===== config.mk =====
export PLATFORM = sky130hd
export DESIGN_NAME = tpba_front
export DESIGN_NICKNAME = d
export VERILOG_FILES = /design/src/design/tpba_pkg.sv /design/src/design/tpba_pool_match.sv /design/src/design/tpba_front.sv
export SDC_FILE = /design/constraint.sdc
export NUM_CORES = 1
export LEC_CHECK = 0
export BUFFER_PORTS_ARGS = -buffer_cell sky130_fd_sc_hd__buf_2
export CAP_MARGIN = 20
export CORE_UTILIZATION = 30
export CTS_CLUSTER_DIAMETER = 80
export DETAILED_ROUTE_END_ITERATION = 10
export SYNTH_ARGS = -nofsm -noshare
export SYNTH_HDL_FRONTEND = slang
export SYNTH_SLANG_ARGS = --single-unit

===== constraint.sdc =====
create_clock -name i_clk -period 19.3 [get_ports i_clk]
set_input_delay 3.86 -clock i_clk [delete_from_list [all_inputs] [get_ports i_clk]]
set_output_delay 3.86 -clock i_clk [all_outputs]
set_load 0.1 [all_outputs]

===== src/design/tpba_pkg.sv =====
// ---------------------------------------------------------------------------
// tpba_pkg
// Shared types, codes and defaults for the two-pool block allocator.
// ---------------------------------------------------------------------------
`default_nettype none

package tpba_pkg;

    // default pool geometry
    localparam int unsigned SMALL_BLOCKS_DEF      = 1024;
    localparam int unsigned LARGE_BLOCKS_DEF      = 128;
    localparam int unsigned SMALL_BLOCK_BYTES_DEF = 16;
    localparam int unsigned LARGE_BLOCK_BYTES_DEF = 184;

    // configuration reset values
    localparam logic [4:0]  SMALL_LIMIT_RST = 5'd15;
    localparam logic [7:0]  LARGE_LIMIT_RST = 8'd180;
    localparam logic [31:0] SMALL_BASE_RST  = 32'd4096;
    localparam logic [31:0] LARGE_BASE_RST  = 32'd65536;

    // block index field in the command queue, wide enough for pools of up to 131071 blocks
    localparam int unsigned CMD_IDX_W = 17;
    localparam int unsigned Q_DEPTH   = 2;

    typedef enum logic [1:0] {
        CFG_SMALL_LIMIT = 2'd0,
        CFG_LARGE_LIMIT = 2'd1,
        CFG_SMALL_BASE  = 2'd2,
        CFG_LARGE_BASE  = 2'd3
    } t_cfg_idx;

    typedef enum logic {
        OP_ALLOC = 1'b0,
        OP_FREE  = 1'b1
    } t_op;

    typedef enum logic [1:0] {
        ST_ALLOC   = 2'd0,
        ST_FAIL    = 2'd1,
        ST_FREED   = 2'd2,
        ST_IGNORED = 2'd3
    } t_status;

    typedef enum logic [2:0] {
        CMD_ALLOC_S    = 3'd0,
        CMD_ALLOC_L    = 3'd1,
        CMD_ALLOC_FAIL = 3'd2,
        CMD_FREE_S     = 3'd3,
        CMD_FREE_L     = 3'd4,
        CMD_FREE_IGN   = 3'd5
    } t_cmd;

    typedef enum logic [1:0] {
        BS_CLEAR = 2'd0,
        BS_RUN   = 2'd1,
        BS_POP   = 2'd2
    } t_bstate;

    typedef struct packed {
        logic [4:0]  small_limit;
        logic [7:0]  large_limit;
        logic [31:0] small_base;
        logic [31:0] large_base;
    } t_cfg;

    typedef struct packed {
        logic        op;
        logic [31:0] request_size;
        logic [31:0] address;
    } t_req;

    typedef struct packed {
        logic [31:0] block_address;
        t_status     status;
    } t_rsp;

    typedef struct packed {
        t_cmd                 kind;
        logic [CMD_IDX_W-1:0] idx;
    } t_cmd_item;

endpackage

`default_nettype wire


===== src/design/tpba_pool_match.sv =====
// ---------------------------------------------------------------------------
// tpba_pool_match
// Maps a pool offset to a block index: reciprocal multiply, then an exact
// check of the two candidate quotients against the offset.
// ---------------------------------------------------------------------------
`default_nettype none

module tpba_pool_match #(
    parameter int unsigned BLOCKS = tpba_pkg::SMALL_BLOCKS_DEF,
    parameter int unsigned BYTES  = tpba_pkg::SMALL_BLOCK_BYTES_DEF
) (
    input  wire logic                         i_clk,
    input  wire logic                         i_load,
    input  wire logic [31:0]                  i_off,
    output logic                              o_hit,
    output logic [$clog2(BLOCKS + 1)-1:0]     o_idx
);

    localparam int unsigned IW = $clog2(BLOCKS + 1);
    localparam int unsigned MW = 34 - $clog2(BYTES);
    localparam int unsigned DW = $clog2(BYTES + 1);
    localparam int unsigned PW = IW + DW;
    localparam int unsigned XW = (PW > 33) ? PW : 33;
    localparam longint unsigned RECIP = ((64'd1 << 32) + 64'(BYTES) - 64'd1) / 64'(BYTES);
    localparam logic [MW-1:0] M    = MW'(RECIP);
    localparam logic [DW-1:0] D    = DW'(BYTES);
    localparam logic [32:0]   SPAN = 33'(64'(BLOCKS) * 64'(BYTES));

    logic [31+MW:0] w_prod;
    logic [PW-1:0]  w_p;
    logic [XW-1:0]  w_px;
    logic [XW-1:0]  w_offx;
    logic           w_hit0;
    logic           w_hit1;

    logic [31:0]    r_off;
    logic           r_in_span;
    logic [IW-1:0]  r_q;

    // quotient estimate is exact or one too large
    assign w_prod = (32 + MW)'(i_off) * (32 + MW)'(M);

    always_ff @(posedge i_clk) begin
        if (i_load) begin
            r_off     <= i_off;
            r_in_span <= ({1'b0, i_off} < SPAN);
            r_q       <= w_prod[32 +: IW];
        end
    end

    assign w_p    = PW'(r_q) * PW'(D);
    assign w_px   = XW'(w_p);
    assign w_offx = XW'(r_off);
    assign w_hit0 = (w_px == w_offx);
    assign w_hit1 = ((w_px - XW'(D)) == w_offx);

    assign o_hit = r_in_span && (w_hit0 || w_hit1);
    assign o_idx = w_hit0 ? r_q : (r_q - IW'(1));

endmodule

`default_nettype wire


===== src/design/tpba_front.sv =====
// ---------------------------------------------------------------------------
// tpba_front
// Accepts items, picks the pool and decodes free addresses into block
// indices over two stages, then queues one command per item.
// ---------------------------------------------------------------------------
`default_nettype none

module tpba_front #(
    parameter int unsigned SMALL_BLOCKS      = tpba_pkg::SMALL_BLOCKS_DEF,
    parameter int unsigned LARGE_BLOCKS      = tpba_pkg::LARGE_BLOCKS_DEF,
    parameter int unsigned SMALL_BLOCK_BYTES = tpba_pkg::SMALL_BLOCK_BYTES_DEF,
    parameter int unsigned LARGE_BLOCK_BYTES = tpba_pkg::LARGE_BLOCK_BYTES_DEF
) (
    input  wire logic                i_clk,
    input  wire logic                i_rst_n,
    input  wire tpba_pkg::t_cfg      i_cfg,
    input  wire logic                i_req_valid,
    input  wire tpba_pkg::t_req      i_req,
    output logic                     o_req_stall,
    input  wire logic                i_clear_busy,
    output logic                     o_cmd_push,
    output tpba_pkg::t_cmd_item      o_cmd,
    input  wire logic                i_cmd_full
);

    localparam int unsigned SIW = $clog2(SMALL_BLOCKS + 1);
    localparam int unsigned LIW = $clog2(LARGE_BLOCKS + 1);

    logic              w_accept;
    logic              w_s1_move;
    logic              w_s2_take;
    logic [31:0]       w_size;
    tpba_pkg::t_cmd    w_kind;
    logic              w_hit_s;
    logic              w_hit_l;
    logic [SIW-1:0]    w_idx_s;
    logic [LIW-1:0]    w_idx_l;

    logic              r_init;
    logic              r_s1_v;
    logic              r_s1_op;
    tpba_pkg::t_cmd    r_s1_kind;
    logic              r_s1_free_ok;
    logic [31:0]       r_s1_off_s;
    logic [31:0]       r_s1_off_l;
    logic              r_s2_v;
    logic              r_s2_op;
    tpba_pkg::t_cmd    r_s2_kind;
    logic              r_s2_free_ok;

    assign o_cmd_push  = r_s2_v && !i_cmd_full;
    assign w_s2_take   = !r_s2_v || o_cmd_push;
    assign w_s1_move   = r_s1_v && w_s2_take;
    assign o_req_stall = (r_s1_v && !w_s1_move) || i_clear_busy;
    assign w_accept    = i_req_valid && !o_req_stall;

    // a zero size counts as one byte
    assign w_size = (i_req.request_size == '0) ? 32'd1 : i_req.request_size;

    always_comb begin
        if (w_size <= 32'(i_cfg.small_limit)) begin
            w_kind = tpba_pkg::CMD_ALLOC_S;
        end else if (w_size <= 32'(i_cfg.large_limit)) begin
            w_kind = tpba_pkg::CMD_ALLOC_L;
        end else begin
            w_kind = tpba_pkg::CMD_ALLOC_FAIL;
        end
    end

    always_ff @(posedge i_clk) begin
        if (!i_rst_n) begin
            r_init <= 1'b0;
            r_s1_v <= 1'b0;
            r_s2_v <= 1'b0;
        end else begin
            if (w_accept && (i_req.op == tpba_pkg::OP_ALLOC)) begin
                r_init <= 1'b1;
            end
            if (w_accept) begin
                r_s1_v <= 1'b1;
            end else if (w_s1_move) begin
                r_s1_v <= 1'b0;
            end
            if (w_s1_move) begin
                r_s2_v <= 1'b1;
            end else if (o_cmd_push) begin
                r_s2_v <= 1'b0;
            end
        end
    end

    always_ff @(posedge i_clk) begin
        if (w_accept) begin
            r_s1_op      <= i_req.op;
            r_s1_kind    <= w_kind;
            // frees before the first allocate and null frees are ignored
            r_s1_free_ok <= (i_req.address != '0) && r_init;
            r_s1_off_s   <= i_req.address - i_cfg.small_base;
            r_s1_off_l   <= i_req.address - i_cfg.large_base;
        end
        if (w_s1_move) begin
            r_s2_op      <= r_s1_op;
            r_s2_kind    <= r_s1_kind;
            r_s2_free_ok <= r_s1_free_ok;
        end
    end

    tpba_pool_match #(
        .BLOCKS (SMALL_BLOCKS),
        .BYTES  (SMALL_BLOCK_BYTES)
    ) u_match_s (
        .i_clk  (i_clk),
        .i_load (w_s1_move),
        .i_off  (r_s1_off_s),
        .o_hit  (w_hit_s),
        .o_idx  (w_idx_s)
    );

    tpba_pool_match #(
        .BLOCKS (LARGE_BLOCKS),
        .BYTES  (LARGE_BLOCK_BYTES)
    ) u_match_l (
        .i_clk  (i_clk),
        .i_load (w_s1_move),
        .i_off  (r_s1_off_l),
        .o_hit  (w_hit_l),
        .o_idx  (w_idx_l)
    );

    // small pool wins where the pools overlap
    always_comb begin
        o_cmd.idx = '0;
        if (r_s2_op == tpba_pkg::OP_ALLOC) begin
            o_cmd.kind = r_s2_kind;
        end else if (r_s2_free_ok && w_hit_s) begin
            o_cmd.kind = tpba_pkg::CMD_FREE_S;
            o_cmd.idx  = tpba_pkg::CMD_IDX_W'(w_idx_s);
        end else if (r_s2_free_ok && w_hit_l) begin
            o_cmd.kind = tpba_pkg::CMD_FREE_L;
            o_cmd.idx  = tpba_pkg::CMD_IDX_W'(w_idx_l);
        end else begin
            o_cmd.kind = tpba_pkg::CMD_FREE_IGN;
        end
    end

endmodule

`default_nettype wire


==> metrics <==
worst min-delay path category reg2reg; final hold viol count 0; initial core utilization 0.303; Area growth syn-to-layout 13.1%; post-synthesis cell count 1757; area of the multi-input gates approximately 12000 sq um; Via density 4.77; router iterations before antenna repair 4; clk root buf clkbuf_16; Place WS 9940 ps; htree depth 4; post-route core utilization 0.343; drt drc 0; Ports 169; period utilization 0.511; # setup viols final 0; Placer Congestion 0.936; Synth area leader edfxtp_1; total CTS buffers 17; Tightest Pin Transition 1020 ps; Vias 13000; largest net degree at the start of global routing 79; GRT Resource Usage Total 0.152; outcome completed; layout cells sized above 1 0.112; cts hold-fix bufs 0; Resized Gates After CTS 0; Fillers 6038; clock sinks between 100 and 150; warnings from Yosys 0; final worst slack 9440 ps; WP data arrival around 6000 ps; Port Buffer Count 162; FP Rows 90; slew margin rel. 0.319; Final Slew Violations 0; core area 60200 sq um; total congestion overflow 0; initial antenna violation count 9; drt wl/cell 17.1 microns; critical path required time roughly 15000 ps; cell with the most instances after synthesis inv_1; Worst setup SP type flop; setup TNS 0 ps; fin nets 2603; Clock Skew 11.2 ps; post-CTS setup buffers 0; Clock Pin Slew Worst Setup and Hold Paths 60 ps; Post-synth top cells 379 x inv_1, 350 x ha_1, 177 x fa_1; Die Wd 249 microns; vias in the first global route 13700; TritonCTS clock tree yes; RSZ-0062 raised after global routing false; top_reg_cell synth edfxtp_1; Avg Cell Area, Syn 10.4 sq um; Die ar. 61900 sq um; asr flop ratio synth 0; initial drt markers between 500 and 600; Reg area ~4400 sq um; synthesized area 18300 sq um; clk buf depth 2; worst-skew pair later-pin latency 430 ps; post-synth top area share 0.240; Max Clk Rate 101 MHz; Die H between 200 and 250 microns; Post-synth EDFFs 146; Post-Route WL 46.5 mm; Yosys reg bits 149; Seq/Total Area, Yosys 0.243; critical path class reg2out; Crit. End Element output port; post-layout min period just under 10000 ps; HPWL after DPL 39.4 mm; Routed Antenna Nets 0; MaxCap Viol Count 0; CP max FO 7; first-pass GRT wire length 74.1 mm; Yosys cell types between 60 and 70; top cells by area, synth edfxtp_1 24%, ha_1 24%, fa_1 19%
[cell families after synthesis]
kind of cell    share of synthesized area
simple gates                       0.0862
compound gates                      0.104
mux                              0.000548
other cells                      0.000205
xor+xnor                           0.0492
fa+ha+maj                           0.434
buf+inv                            0.0830
flops                               0.243
[worst paths after layout]
| check | depth (start not counted) | slack [ps] | end | start |
|---|---|---|---|---|
| setup / recovery | 15 | 9440 | o_cmd[4] | u_match_l.r_q[4]$_DFFE_PP_ |
| hold / removal | 0 | 420 | u_match_s.r_q[2]$_DFFE_PP_ | r_s1_off_s[6]$_DFFE_PP_ |
| setup reg to reg | 24 | 11780 | u_match_l.r_q[7]$_DFFE_PP_ | r_s1_off_l[8]$_DFFE_PP_ |
| hold reg to reg | 0 | 420 | u_match_s.r_q[2]$_DFFE_PP_ | r_s1_off_s[6]$_DFFE_PP_ |
[worst max-delay path, stage by stage (launching register included)]
cell       delay (ps)
edfxtp_1          530
ha_1              360
fa_1              530
fa_1              430
ha_1              460
o21ai_1           160
a2111oi_0         510
a311oi_2          170
xor2_1            220
xor2_1            210
a2111oi_0         460
nand4_1           170
a211o_1           410
a21o_1            270
o21ai_1           210
buf_2             460
[placed cells by master, fill, tap and decap left out, drive strengths merged, types with 7 or more instances in the layout]
master and instances:
and3 8, nand3 22, buf 166, a31oi 7
xor2 25, xnor2 75, o21a 25, nand4 18
nor2 64, nand2 45, edfxtp 146, inv 383
nor4 33, nand2b 27, o21ai 58, a211oi 11
fa 177, a21o 41, ha 350, clkbuf 17
a21boi 10, nor2b 21, nor3 20, a21oi 76
[through the flow]
step,std cells,hold WS [ps],instance area [sq um]
5_1_grt,2727,420,20600
2_1_floorplan,1762,400,18300
3_5_place_dp,2692,405,20000
6_report,2727,417,20600
3_3_place_gp,2691,404,20000
4_1_cts,2724,419,20600
[sequential cells by signal, indices dropped and copies added (netlist names)]
signal               cells
r_s1_off_l              32
r_s1_off_s              32
u_match_l.r_off         32
u_match_s.r_off         22
u_match_s.r_q           10
u_match_l.r_q            8
r_s1_kind                2
r_s2_kind                2
r_init                   1
r_s1_free_ok             1
r_s1_op                  1
r_s1_v                   1
r_s2_free_ok             1
r_s2_op                  1
r_s2_v                   1
u_match_l.r_in_span      1
u_match_s.r_in_span      1
[final cells by class]
cell class,instances,area share
Multi-Input combinational cell,1216,0.597
Sequential cell,149,0.215
Inverter,379,0.0689
Tap cell,782,0.0474
Timing Repair Buffer,166,0.0406
Clock buffer,17,0.0206
Clock inverter,15,0.00963
Antenna cell,3,0.000364
[layer usage]
layer	part of all wire	global-route usage	wire, microns
met1	0.46	0.198	21300
met2	0.49	0.267	22900
met3	0.035	0.0219	1610
met4	0.014	0.0291	629
met5	0.0012	0	57
Power is left out: the tool's default activity adds up to more than one toggle a clock period on the data nets, which glitch-free logic cannot reach.
