`src/design/tpba_pkg.sv`:
```
// ---------------------------------------------------------------------------
// tpba_pkg
// Shared types, codes and defaults for the two-pool block allocator.
// ---------------------------------------------------------------------------
`default_nettype none

package tpba_pkg;

    // default pool geometry
    localparam int unsigned SMALL_BLOCKS_DEF      = 1024;
    localparam int unsigned LARGE_BLOCKS_DEF      = 128;
    localparam int unsigned SMALL_BLOCK_BYTES_DEF = 16;
    localparam int unsigned LARGE_BLOCK_BYTES_DEF = 184;

    // configuration reset values
    localparam logic [4:0]  SMALL_LIMIT_RST = 5'd15;
    localparam logic [7:0]  LARGE_LIMIT_RST = 8'd180;
    localparam logic [31:0] SMALL_BASE_RST  = 32'd4096;
    localparam logic [31:0] LARGE_BASE_RST  = 32'd65536;

    // block index field in the command queue, wide enough for pools of up to 131071 blocks
    localparam int unsigned CMD_IDX_W = 17;
    localparam int unsigned Q_DEPTH   = 2;

    typedef enum logic [1:0] {
        CFG_SMALL_LIMIT = 2'd0,
        CFG_LARGE_LIMIT = 2'd1,
        CFG_SMALL_BASE  = 2'd2,
        CFG_LARGE_BASE  = 2'd3
    } t_cfg_idx;

    typedef enum logic {
        OP_ALLOC = 1'b0,
        OP_FREE  = 1'b1
    } t_op;

    typedef enum logic [1:0] {
        ST_ALLOC   = 2'd0,
        ST_FAIL    = 2'd1,
        ST_FREED   = 2'd2,
        ST_IGNORED = 2'd3
    } t_status;

    typedef enum logic [2:0] {
        CMD_ALLOC_S    = 3'd0,
        CMD_ALLOC_L    = 3'd1,
        CMD_ALLOC_FAIL = 3'd2,
        CMD_FREE_S     = 3'd3,
        CMD_FREE_L     = 3'd4,
        CMD_FREE_IGN   = 3'd5
    } t_cmd;

    typedef enum logic [1:0] {
        BS_CLEAR = 2'd0,
        BS_RUN   = 2'd1,
        BS_POP   = 2'd2
    } t_bstate;

    typedef struct packed {
        logic [4:0]  small_limit;
        logic [7:0]  large_limit;
        logic [31:0] small_base;
        logic [31:0] large_base;
    } t_cfg;

    typedef struct packed {
        logic        op;
        logic [31:0] request_size;
        logic [31:0] address;
    } t_req;

    typedef struct packed {
        logic [31:0] block_address;
        t_status     status;
    } t_rsp;

    typedef struct packed {
        t_cmd                 kind;
        logic [CMD_IDX_W-1:0] idx;
    } t_cmd_item;

endpackage

`default_nettype wire

```
`src/design/tpba_cmd_q.sv`:
```
// ---------------------------------------------------------------------------
// tpba_cmd_q
// Short command queue between the decode front and the free-list back end.
// ---------------------------------------------------------------------------
`default_nettype none

module tpba_cmd_q (
    input  wire logic                 i_clk,
    input  wire logic                 i_rst_n,
    input  wire logic                 i_push,
    input  wire tpba_pkg::t_cmd_item  i_item,
    input  wire logic                 i_pop,
    output logic                      o_full,
    output logic                      o_valid,
    output tpba_pkg::t_cmd_item       o_item
);

    localparam int unsigned PTR_W = (tpba_pkg::Q_DEPTH > 1) ? $clog2(tpba_pkg::Q_DEPTH) : 1;
    localparam int unsigned CNT_W = $clog2(tpba_pkg::Q_DEPTH + 1);
    localparam logic [PTR_W-1:0] LAST = PTR_W'(tpba_pkg::Q_DEPTH - 1);

    tpba_pkg::t_cmd_item r_mem [tpba_pkg::Q_DEPTH];
    logic [PTR_W-1:0]    r_wp;
    logic [PTR_W-1:0]    r_rp;
    logic [CNT_W-1:0]    r_cnt;

    assign o_full  = (r_cnt == CNT_W'(tpba_pkg::Q_DEPTH));
    assign o_valid = (r_cnt != '0);
    assign o_item  = r_mem[r_rp];

    always_ff @(posedge i_clk) begin
        if (!i_rst_n) begin
            r_wp  <= '0;
            r_rp  <= '0;
            r_cnt <= '0;
        end else begin
            if (i_push) begin
                r_wp <= (r_wp == LAST) ? '0 : r_wp + PTR_W'(1);
            end
            if (i_pop) begin
                r_rp <= (r_rp == LAST) ? '0 : r_rp + PTR_W'(1);
            end
            if (i_push && !i_pop) begin
                r_cnt <= r_cnt + CNT_W'(1);
            end else if (i_pop && !i_push) begin
                r_cnt <= r_cnt - CNT_W'(1);
            end
        end
    end

    always_ff @(posedge i_clk) begin
        if (i_push) begin
            r_mem[r_wp] <= i_item;
        end
    end

endmodule

`default_nettype wire

```
`config.mk`:
```
export PLATFORM = sky130hd
export DESIGN_NAME = tpba_cmd_q
export DESIGN_NICKNAME = d
export VERILOG_FILES = /design/src/design/tpba_pkg.sv /design/src/design/tpba_cmd_q.sv
export SDC_FILE = /design/constraint.sdc
export NUM_CORES = 1
export LEC_CHECK = 0
export BUFFER_PORTS_ARGS = -buffer_cell sky130_fd_sc_hd__buf_4
export CORE_MARGIN = 2
export CORE_UTILIZATION = 30
export DETAILED_ROUTE_END_ITERATION = 8
export HOLD_SLACK_MARGIN = 0.03
export PLACE_DENSITY = 0.53
export SYNTH_ARGS = -nofsm -noshare
export SYNTH_HDL_FRONTEND = slang
export SYNTH_SLANG_ARGS = --single-unit
export TNS_END_PERCENT = 50
```
`constraint.sdc`:
```
create_clock -name i_clk -period 1.9 [get_ports i_clk]
set_clock_uncertainty 0.1 [all_clocks]
set_input_delay 0.095 -clock i_clk [delete_from_list [all_inputs] [get_ports i_clk]]
set_output_delay 0.095 -clock i_clk [all_outputs]
set_load 0.01 [all_outputs]
```
==> summary.md, run 1 <==
| Metric | Value |
|---|---|
| CP Launch Type | flip-flop |
| Reg clk slew, reported paths | approximately 0.08 ns |
| Final wirelength | 2.75 mm |
| I/O pin cnt | 46 |
| Final critical-path required period | around 1.5 ns |
| Net load switching power | about 430 uW |
| Sink Count | 45 |
| Post_cts resized | 0 |
| CP endpoint kind | primary output |
| Hold Fails Final Rpt | 0 |
| Port Buffers | 45 |
| Sequential Power Share | between 50% and 60% |
| Horiz. Die Dim | about 78 um |
| Num rows | 27 |
| Core Region | 5410 um2 |
| Fmax | around 660 MHz |
| Number of buffers created by CTS | 5 |
| N_diodes | 0 |
| Final Slew Violations | 0 |
| Multi-input logic area | 345 um2 |
| VDD IR max | about 0.45 mV |
| Worst reg2reg path depth | 2 |
| Netlist cell types | 16 |
| CTS tree | built |
| Number of enable flip-flop cells after synthesis | 40 |
| Power Internal | between 1.5 and 2 mW |
| Synth area leader | edfxtp_1 |
| Comb power frac | around 15% |
| Reg area | approximately 1300 um2 |
| Root buffer cell | clkbuf_8 |
| Async set-or-reset flop fraction in the synthesized netlist | 0% |
| Post-synth top cells | 40 x edfxtp_1, 20 x mux2_2, 5 x dfxtp_1 |
| Status | complete, no violations |
| Layout cells sized above 1 | between 40% and 50% |
| Min Hold Slack | 0.0423 ns |
| Maximum capacitance violations | 0 |
| Post-synth top area share | between 70 and 80% |
| Setup TNS | 0 ns |
| Initial antenna violation count | 0 |
| Clock Latency Late Sink | about 0.29 ns |
| Seq/Total Area, Yosys | between 70 and 80% |
| Leak | around 0.94 nW |
| Final setup fails | 0 |
| Gr usage total | ~9.6% |
| P per Cell Area | 879 nW/um2 |
| Mapped Avg Cell Area | 19.7 um2 |
| Critical Path RT | 1.70 ns |
| Full die area | 6140 um2 |
| Hold Crit Class | in2reg |
| RSZ-0062 raised after global routing | no |
| CTS HTree Levels | 2 |
| Net Sw Frac | a little under 20% |
| Fill cell count | 501 |
| Most common cell in the netlist | edfxtp_1 |
| Hold Path Cell Cnt | 3 |
| Final setup margin | ~0.38 ns |
| Layout area overhead | 47.5% |
| Fin crit share | about 80% |
| Synth Warn # | 0 |
| Synthesized netlist cell count | 84 |
| Largest net degree at the start of global routing | 17 |
| First-pass GRT wire length | 4.45 mm |
| Detailed Routing Iterations Pass 1 | 2 |
| DRC | 0 |
| Post-Syn Area | 1660 um2 |
| Utilization after layout | 45.2% |
| Dpl ws | between 0.6 and 0.7 ns |
| Vias in the first global route | just under 1,000 |
| Max_slew headroom | a little under 80% |
| Detailed-route via count | 948 |
| Setup CP Type | reg2out |
| HPWL after detailed placement | 1.96 mm |
| 1st-iter DRT viols | between 50 and 60 |
| Clock Tree Buf Depth | 2 |
| Routed Antenna Nets | 0 |
| Top FF cell, synth | edfxtp_1 |
| Drt via density | ~4.1 |
| CP Max Fanout | 10 |
| Clock Power Share | just over 30% |
| Tightest Pin Transition | around 0.34 ns |
| Layout Nets | between 150 and 200 |
| Initial Utilization | between 30% and 40% |
| Grt total ovfl | 0 |
| Worst Path Arrival | approximately 1.3 ns |
| Synth top area cells | edfxtp_1 72%, mux2_2 14%, dfxtp_1 6.0%, and2_1 1.5%, xor2_1 1.1% |
| Final RePlAce weighted congestion | 0.618 |
| Routed len/inst | between 10 and 15 um |
| Synthesis-stage register bit count | 45 |
| Die Y | between 70 and 80 um |
| Synthesized Nets | 109 |
## per-layer routing
metal / vias up / track usage, % / wire, um
met4: 0 / 3.68 / 44
li1: 469 / - / -
met3: 5 / 3.56 / 113
met5: - / 0 / 0
met2: 22 / 15.9 / 1420
met1: 452 / 11.5 / 1170
## path summary, 6_finish.rpt
| kind | endpoint | from | slack (ns) |
|---|---|---|---|
| max | o_item[7] | flip-flop | 0.38 |
| min | flip-flop | i_pop | 0.04 |
| max reg2reg | r_mem[0][11]$_DFFE_PP_ | r_wp$_SDFFE_PN0P_ | 0.61 |
| min reg2reg | r_cnt[1]$_SDFFE_PN0P_ | r_cnt[1]$_SDFFE_PN0P_ | 0.41 |
## layout make-up
cell class | instances | area share, %
well taps | 72 | 3.68
clock buffers | 6 | 2.97
inverters | 1 | 0.154
multi-input cells | 36 | 14.1
flip-flops and latches | 45 | 53.2
repair buffers | 71 | 24.5
clock inverters | 2 | 1.38
## critical path, stage by stage (launching register included)
cell     delay, ns
dfxtp_1       0.33
buf_4         0.20
mux2_2        0.36
buf_4         0.14
## cells by family (layout without fill, tap and decap cells)
logic type | Yosys count | in the layout | synth area share [%]
AND/OR/NAND/NOR | 9 | 9 | 3.55
AO/OA/AOI/OAI | 3 | 3 | 1.21
adder cells (fa/ha/maj) | 1 | 1 | 0.755
multiplexers | 20 | 20 | 13.6
buffers and inverters | 3 | 80 | 0.830
flip-flops | 45 | 45 | 78.5
XOR/XNOR | 3 | 3 | 1.59
## power groups by stage
stage / registers [mW] / clock network [mW] / logic [mW]
floorplan: 1.17 / 0 / 0.144
global placement: 1.18 / 0 / 0.293
CTS: 1.16 / 0.692 / 0.333
detailed placement: 1.18 / 0 / 0.297
global route: 1.16 / 0.738 / 0.356
finish: 1.16 / 0.668 / 0.326
## through the flow
| step | cell area [um2] | total power, mW | instances |
|---|---|---|---|
| final | 2440 | 2.15 | 233 |
| after global routing | 2440 | 2.26 | 233 |
| after detailed placement | 2130 | 1.48 | 204 |
| after global placement | 2130 | 1.47 | 204 |
| after floorplan | 1660 | 1.32 | 84 |
| after CTS | 2440 | 2.18 | 233 |
## timing repair
| action | CTS | global route |
|---|---|---|
| setup buffers | 0 | 0 |
| hold endpoints to repair | 45 | 0 |
| hold buffers | 21 | 0 |
| endpoints found under the setup margin | 0 | 0 |
## flip-flops by register name, indices dropped and copies added (netlist names), named ones only
register	count
r_rp	1
r_cnt	2
r_mem	40
r_wp	1
## cell usage in the layout (no fill, tap or decap), types with 2 or more instances in the layout
master          n
and2_1          4
buf_4          49
clkbuf_8        5
dfxtp_1         5
dlygate4sd3_1  21
edfxtp_1       40
mux2_2         20
xor2_1          2
Note: power is estimated with default switching activity, not from simulation.
==> run 2, diff against run 1 <==
PLACE_DENSITY = 0.55   (was 0.53)
clock period = 1.3 ns   (was 1.9 ns; I/O delays follow)
==> summary.md, run 2 (synthesized netlist as in run 1, its figures left out) <==
| Metric | Value |
|---|---|
| Most frequent cells in the layout | 40 x edfxtp_1, 30 x buf_4, 23 x dlygate4sd3_1, 21 x buf_6, 20 x mux2_4 |
| Final wirelength | 3.11 mm (+13%) |
| DP Cell Count | 206 (+0.98%) |
| Routed Antenna Nets | 0 (unchanged) |
| Critical Path RT | 1.13 ns (-0.57 ns) |
| Initial Utilization | 30.7% (unchanged) |
| Fin crit share | 112% |
| Max FFs per register | 40 (unchanged) |
| Crit path buffers/inverters | 2 (unchanged) |
| CP top delay family | flip-flops |
| Slowest CP cell | dfxtp_4 |
| CP Max Fanout | 5 (-5) |
| Hold Fails Final Rpt | 0 (unchanged) |
| VDD IR max | 0.593 mV (+32%) |
| Status | finished with violations |
| Port Buffers | 45 (unchanged) |
| Hold Crit Class | in2reg |
| Grt total ovfl | 0 (unchanged) |
| Max_slew headroom | 88.5% (+11 points) |
| CTS tree | built |
| First-pass GRT wire length | 4.66 mm (+4.8%) |
| Maximum capacitance violations | 0 (unchanged) |
| Final critical-path required period | 1.45 ns |
| Setup CP Type | reg2out |
| Layout Nets | 191 (+3.2%) |
| Clock Tree Buf Depth | 2 (unchanged) |
| Layout area overhead | 59.8% |
| Crit path largest cell delay | 0.41 ns (+0.05 ns) |
| Largest Register | r_mem |
| CTS HTree Levels | 2 (unchanged) |
| P per Cell Area | 1170 nW/um2 (+33%) |
| Horiz. Die Dim | 78.3 um (unchanged) |
| Fmax | 688 MHz |
| Commonest non-fill, non-tap cell in the layout | edfxtp_1 |
| Tightest Pin Transition | 0.171 ns (-0.166 ns) |
| Dpl ws | 0.110 ns (-0.507 ns) |
| Layout cells sized above 1 | 50.9% (+1.8 points) |
| Utilization after layout | 49.0% (+3.8 points) |
| Num rows | 27 (unchanged) |
| Detailed-route via count | 993 (+4.7%) |
| CP Launch Type | flip-flop |
| Final Slew Violations | 0 (unchanged) |
| RSZ-0062 raised after global routing | yes |
| Leak | 1.07 nW (+14%) |
| Clock Latency Late Sink | 0.29 ns (about the same) |
| HPWL after detailed placement | 1.96 mm (+0.11%) |
| Setup TNS | -2.53 ns (-2.53 ns) |
| Fin cells | 239 (+2.6%) |
| Failing checks | setup timing |
| CP endpoint kind | primary output |
| Final setup fails | 20 (+20) |
| Top flop regs | r_mem (40), r_cnt (2) |
| Routed len/inst | 13.0 um (+10%) |
| I/O pin cnt | 46 (unchanged) |
| Gr usage total | 10.1% (+0.42 points) |
| Multi-input logic area | 420 um2 (+22%) |
| Final setup margin | -0.153 ns (-0.531 ns) |
| Largest net degree at the start of global routing | 14 (-3) |
| Die Y | 78.3 um (unchanged) |
| Number of buffers created by CTS | 5 (unchanged) |
| Reg clk slew, reported paths | 0.07 ns (about the same) |
| Drt via density | 4.15 (+2.1%) |
| Final RePlAce weighted congestion | 0.653 (+5.6%) |
| Root buffer cell | clkbuf_8 |
| Fill cell count | 479 (-4.4%) |
| 1st-iter DRT viols | 48 (-7.7%) |
| Detailed Routing Iterations Pass 1 | 4 (+2) |
| DRC | 0 (unchanged) |
| Crit-path cells | clkbuf_16, mux2_4, buf_6 |
| Vias in the first global route | 1,054 (+9.3%) |
| Reg area | 1310 um2 (+0.29%) |
| Full die area | 6140 um2 (unchanged) |
| N_diodes | 0 (unchanged) |
| Initial antenna violation count | 0 (unchanged) |
| Sink Count | 45 (unchanged) |
| Core Region | 5410 um2 (unchanged) |
| Worst Path Arrival | 1.29 ns (-0.04 ns) |
run 2: changes by cell type in the layout (fill, tap and decap cells not counted), moves of 19 or more:
cell,before,now
mux2_2,20,0
buf_4,49,30
mux2_4,0,20
buf_6,0,21
run 2: final timing paths:
kind,from,to,slack (ns),cells past startpoint
setup / recovery,flip-flop,o_item[6],-0.15,3
hold / removal,i_push,r_cnt[1]$_SDFFE_PN0P_,0.17,4
setup reg to reg,r_cnt[0]$_SDFFE_PN0P_,r_cnt[1]$_SDFFE_PN0P_,0.15,3
hold reg to reg,r_cnt[1]$_SDFFE_PN0P_,r_cnt[1]$_SDFFE_PN0P_,0.44,2
run 2: through the flow:
stage / area (um2) / hold WS (ns) / power (mW)
after floorplan: 1660 / 0.0639 / 1.93
after global placement: 2130 / 0.152 / 2.14
after detailed placement: 2130 / 0.153 / 2.16
after CTS: 2500 / 0.171 / 3.03
after global routing: 2650 / 0.204 / 3.25
final: 2650 / 0.174 / 3.11
run 2: tightest hold or removal path, cell delays in order:
cell      delay, ns
buf_4          0.10
ha_1           0.18
or3_1          0.12
a21boi_1       0.06
run 2: final cells by class:
class,instances,area share (%)
Clock buffer,6,2.74
Clock inverter,2,0.378
Inverter,1,0.142
Multi-Input combinational cell,36,15.9
Sequential cell,45,49.3
Tap cell,72,3.40
Timing Repair Buffer,77,28.2
run 2: where the power goes:
part           internal (mW)  leakage (nW)  total [mW]  switching, mW
logic                  0.397         0.606       0.613          0.216
clock network          0.372        0.0450       0.794          0.422
registers               1.66         0.418        1.70         0.0374
run 2: layer usage:
layer | GRT usage [%] | share of wire, % | vias up
li1 | - | - | 479
met1 | 10.4 | 39 | 490
met2 | 18.7 | 56 | 19
met3 | 3.10 | 3.8 | 5
met4 | 4.21 | 1.4 | 0
met5 | 0 | 0 | -
run 2: repair_timing:
action	CTS	global route
hold buffers	23	0
gates cloned	1	1
resized for setup	16	32
pin swaps	0	0
setup buffers	0	0
endpoints found under the setup margin	20	20
endpoints found under the hold margin	45	0
